[config.mk]
export PLATFORM = sky130hd
export DESIGN_NAME = saeu_lanes
export DESIGN_NICKNAME = d
export VERILOG_FILES = /design/src/rtl/saeu_pkg.sv /design/src/rtl/saeu_lanes.sv
export SDC_FILE = /design/constraint.sdc
export NUM_CORES = 2
export LEC_CHECK = 0
export CAP_MARGIN = 0
export CORE_ASPECT_RATIO = 0.75
export CORE_MARGIN = 2
export CORE_UTILIZATION = 50
export DETAILED_ROUTE_END_ITERATION = 10
export DONT_BUFFER_PORTS = 1
export GPL_ROUTABILITY_DRIVEN = 1
export PLACE_DENSITY = 0.64
export SYNTH_ARGS = -nofsm -noshare
export SYNTH_HDL_FRONTEND = slang
export SYNTH_SLANG_ARGS = --single-unit
export TNS_END_PERCENT = 20
[constraint.sdc]
create_clock -name vclk -period 10.5
set_clock_uncertainty 0.2 [all_clocks]
set_input_delay 1.05 -clock vclk [all_inputs]
set_output_delay 1.05 -clock vclk [all_outputs]
set_load 0.03 [all_outputs]
[src/rtl/saeu_pkg.sv]
`timescale 1ns / 1ps
package saeu_pkg;

    typedef enum logic [2:0] {
        OP_ADDB = 3'd0,
        OP_ADDW = 3'd1,
        OP_ADDD = 3'd2,
        OP_SUBB = 3'd3,
        OP_SUBW = 3'd4,
        OP_SUBD = 3'd5,
        OP_MULD = 3'd6,
        OP_ADDSD = 3'd7
    } op_t;

    localparam logic [63:0] DEFAULT_NAN = 64'hFFF8000000000000;
    localparam logic [63:0] QUIET_BIT   = 64'h0008000000000000;

    // Input beat fields
    typedef struct packed {
        logic [63:0] src_high;
        logic [63:0] src_low;
        logic [63:0] dest_high;
        logic [63:0] dest_low;
        logic        wide;
        logic [2:0]  mode;
    } in_beat_t;

endpackage

[src/rtl/saeu_lanes.sv]
`timescale 1ns / 1ps
module saeu_lanes (
    input  logic [2:0]  mode,
    input  logic [63:0] a,
    input  logic [63:0] b,
    output logic [63:0] y
);
    import saeu_pkg::*;

    logic [63:0] sum8, sum16, sum32;
    logic [63:0] dif8, dif16, dif32;
    logic [63:0] prod;

    // Per-lane wrap-around add/sub and 32-bit low multiply
    always_comb begin
        for (int i = 0; i < 8; i++) begin
            sum8[i*8 +: 8] = a[i*8 +: 8] + b[i*8 +: 8];
            dif8[i*8 +: 8] = a[i*8 +: 8] - b[i*8 +: 8];
        end
        for (int i = 0; i < 4; i++) begin
            sum16[i*16 +: 16] = a[i*16 +: 16] + b[i*16 +: 16];
            dif16[i*16 +: 16] = a[i*16 +: 16] - b[i*16 +: 16];
        end
        for (int i = 0; i < 2; i++) begin
            sum32[i*32 +: 32] = a[i*32 +: 32] + b[i*32 +: 32];
            dif32[i*32 +: 32] = a[i*32 +: 32] - b[i*32 +: 32];
            prod[i*32 +: 32]  = a[i*32 +: 32] * b[i*32 +: 32];
        end
    end

    always_comb begin
        case (op_t'(mode))
            OP_ADDB: y = sum8;
            OP_ADDW: y = sum16;
            OP_ADDD: y = sum32;
            OP_SUBB: y = dif8;
            OP_SUBW: y = dif16;
            OP_SUBD: y = dif32;
            OP_MULD: y = prod;
            default: y = a;
        endcase
    end
endmodule

==> run metrics <==
Starting Density about half; count of hold-fix buffers inserted at cts 0; endpoint required time on the critical path approximately 9300 ps; post-synthesis average cell area a little over 8 sq um; CP Class input port to output port; die area 0.0928 sq mm; post-route setup TNS 0 ps; Post-route DRC 0; final setup violation count 0; Period Utilization, post-route 93.0%; critical path fanouts, max 35; area of all sequential standard cells 0 sq um; Worst EP arrival ~8500 ps; number of nets still failing antenna checks after routing 0; Placement Setup Slack slightly above 800 ps; number of pins exceeding their max-slew limit in the final report 0; post-cts gate resize count 0; via count 38875; largest net degree at the start of global routing between 90 and 100; die extent in x 351 um; global-route wire length before repair around 240000 um; clk_buf instances 0; pin slew with the least headroom to its limit between 1000 and 1500 ps; class of the tightest hold or removal check input port to output port; number of distinct library cell variants in the gate-level netlist after synthesis 94; Worst path most repeated cell fa_1; relative slew slack between 10% and 20%; core outline area a little under 0.09 sq mm; crit path launch type input port; count of flip-flops and latches 0; Top-Level Pins roughly 200; commonest non-fill, non-tap cells in the layout inv_1, fa_1, nand2_1; Post-layout nets 6711; final critical delay including setup and external delays 9770 ps; cell row count between 90 and 100; global-route total usage across every layer about 34%; Max Clock Freq 0.102 GHz; share of cells above drive strength 1 under 10%; post-synthesis instance area 0.0452 sq mm; number of standard cells after synthesis between 5000 and 6000; max-cap viol count 0; total half-perimeter wirelength after legalization and detailed placement 123000 um; detailed-route wire length between 150000 and 200000 um; via count of the first global-routing pass approximately 39000; Critical Path End Type output port; Overflow after GRT 0; number of post-CTS setup repair buffers 0; outcome complete, no violations; slowest library cell on the worst path o2111ai_1; largest stage delay on the critical path between 700 and 800 ps; RSZ-0062 raised after global routing false; Critical Path, Cell by Cell and2_1, fa_1, inv_1, fa_1, fa_1, fa_1, inv_1, fa_1, inv_1, fa_1, inv_1, fa_1, fa_1, ha_1, nand2_1, or3_1, o2111ai_1, nand2_1, or3_1, nand2_1, xor2_1, a21oi_1, o221ai_1, buf_4; Area growth, synth to finish 1.59%; global placer's final weighted congestion 0.991; warning count from the yosys run 0; average wire length per cell after detail routing 24.4 um; initial antenna violation count 7; initial drt markers just over 4000; final hold violation count 0; total nets after synthesis ~7000; Die Span Y between 200 and 300 um; Core Util, Final about 51%; router iterations before antenna repair 8; commonest non-fill, non-tap cell in the layout inv_1; routed via count divided by cell count 5.95; input/output buffers 0; Worst Setup Slack, final 735 ps; share of synthesized area occupied by flip-flops and latches 0%
-- logic make-up (layout without fill, tap and decap cells) --
group,Yosys count,count (layout),share of synthesized area (%)
simple gates,1863,1863,20.3
mux,30,30,0.671
compound gates,820,820,11.7
other cells,0,2,0
fa+ha+maj,1260,1260,48.7
xor+xnor,456,456,9.00
buf+inv,1156,889,9.63
-- critical path: cells and delay by family --
family          cells  cell delay, ps
xor+xnor            1             160
compound gates      3            1070
fa+ha+maj           9            4330
simple gates        6            1450
buf+inv             5             430
-- final timing paths --
| path | startpoint | endpoint | depth (start not counted) |
|---|---|---|---|
| hold / removal | mode[0] | y[60] | 1 |
| setup / recovery | b[2] | y[28] | 24 |
-- layer usage --
metal / vias to the layer above / share of wire [%] / track usage (%)
met2: 2141 / 39 / 47.6
met4: 4 / 2.3 / 6.97
met1: 19419 / 44 / 51.3
met3: 209 / 14 / 12.0
met5: - / 0.050 / 0.523
li1: 17102 / - / -
-- synth_stat cells (10+ instances only) --
master / count / area [sq um]
a211oi_1: 33 / 248
a21o_1: 68 / 510
a21oi_1: 246 / 1230
a221oi_1: 13 / 114
a22oi_1: 16 / 120
a31oi_1: 34 / 213
and2_1: 585 / 3660
and3_1: 19 / 119
buf_1: 17 / 63.8
clkbuf_1: 288 / 1080
fa_1: 830 / 16600
ha_1: 430 / 5380
inv_1: 841 / 3160
mux2i_1: 28 / 280
nand2_1: 665 / 2500
nand2b_1: 35 / 219
nand3_1: 48 / 240
nand4_1: 13 / 81.3
nor2_1: 316 / 1190
nor2b_1: 28 / 175
nor3_1: 59 / 295
nor4_1: 19 / 119
o211ai_1: 15 / 113
o21a_1: 36 / 270
o21ai_0: 128 / 641
o21ai_1: 49 / 245
o21bai_1: 29 / 218
o221ai_1: 15 / 131
o22ai_1: 13 / 81.3
o31ai_1: 10 / 75.1
or3_1: 24 / 150
xnor2_1: 323 / 2830
xor2_1: 127 / 1110
-- area by class of cell --
| cell class | count | area, sq um |
|---|---|---|
| diodes | 2 | 5.00 |
| fillers | 8602 | 43600 |
| inverters | 845 | 3170 |
| multi-input cells | 4429 | 40900 |
| well taps | 1212 | 1520 |
| repair buffers | 44 | 330 |
-- stage by stage --
| step | hold slack, ps | std cells | area (sq um) |
|---|---|---|---|
| 2_1_floorplan | 2100 | 5585 | 45200 |
| 3_3_place_gp | 2120 | 6530 | 45900 |
| 3_5_place_dp | 2120 | 6530 | 45900 |
| 4_1_cts | 2120 | 6530 | 45900 |
| 5_1_grt | 2130 | 6530 | 45900 |
| 6_report | 2120 | 6532 | 45900 |
Power is left out: the tool's default activity adds up to more than one toggle a clock period on the data nets, which glitch-free logic cannot reach.
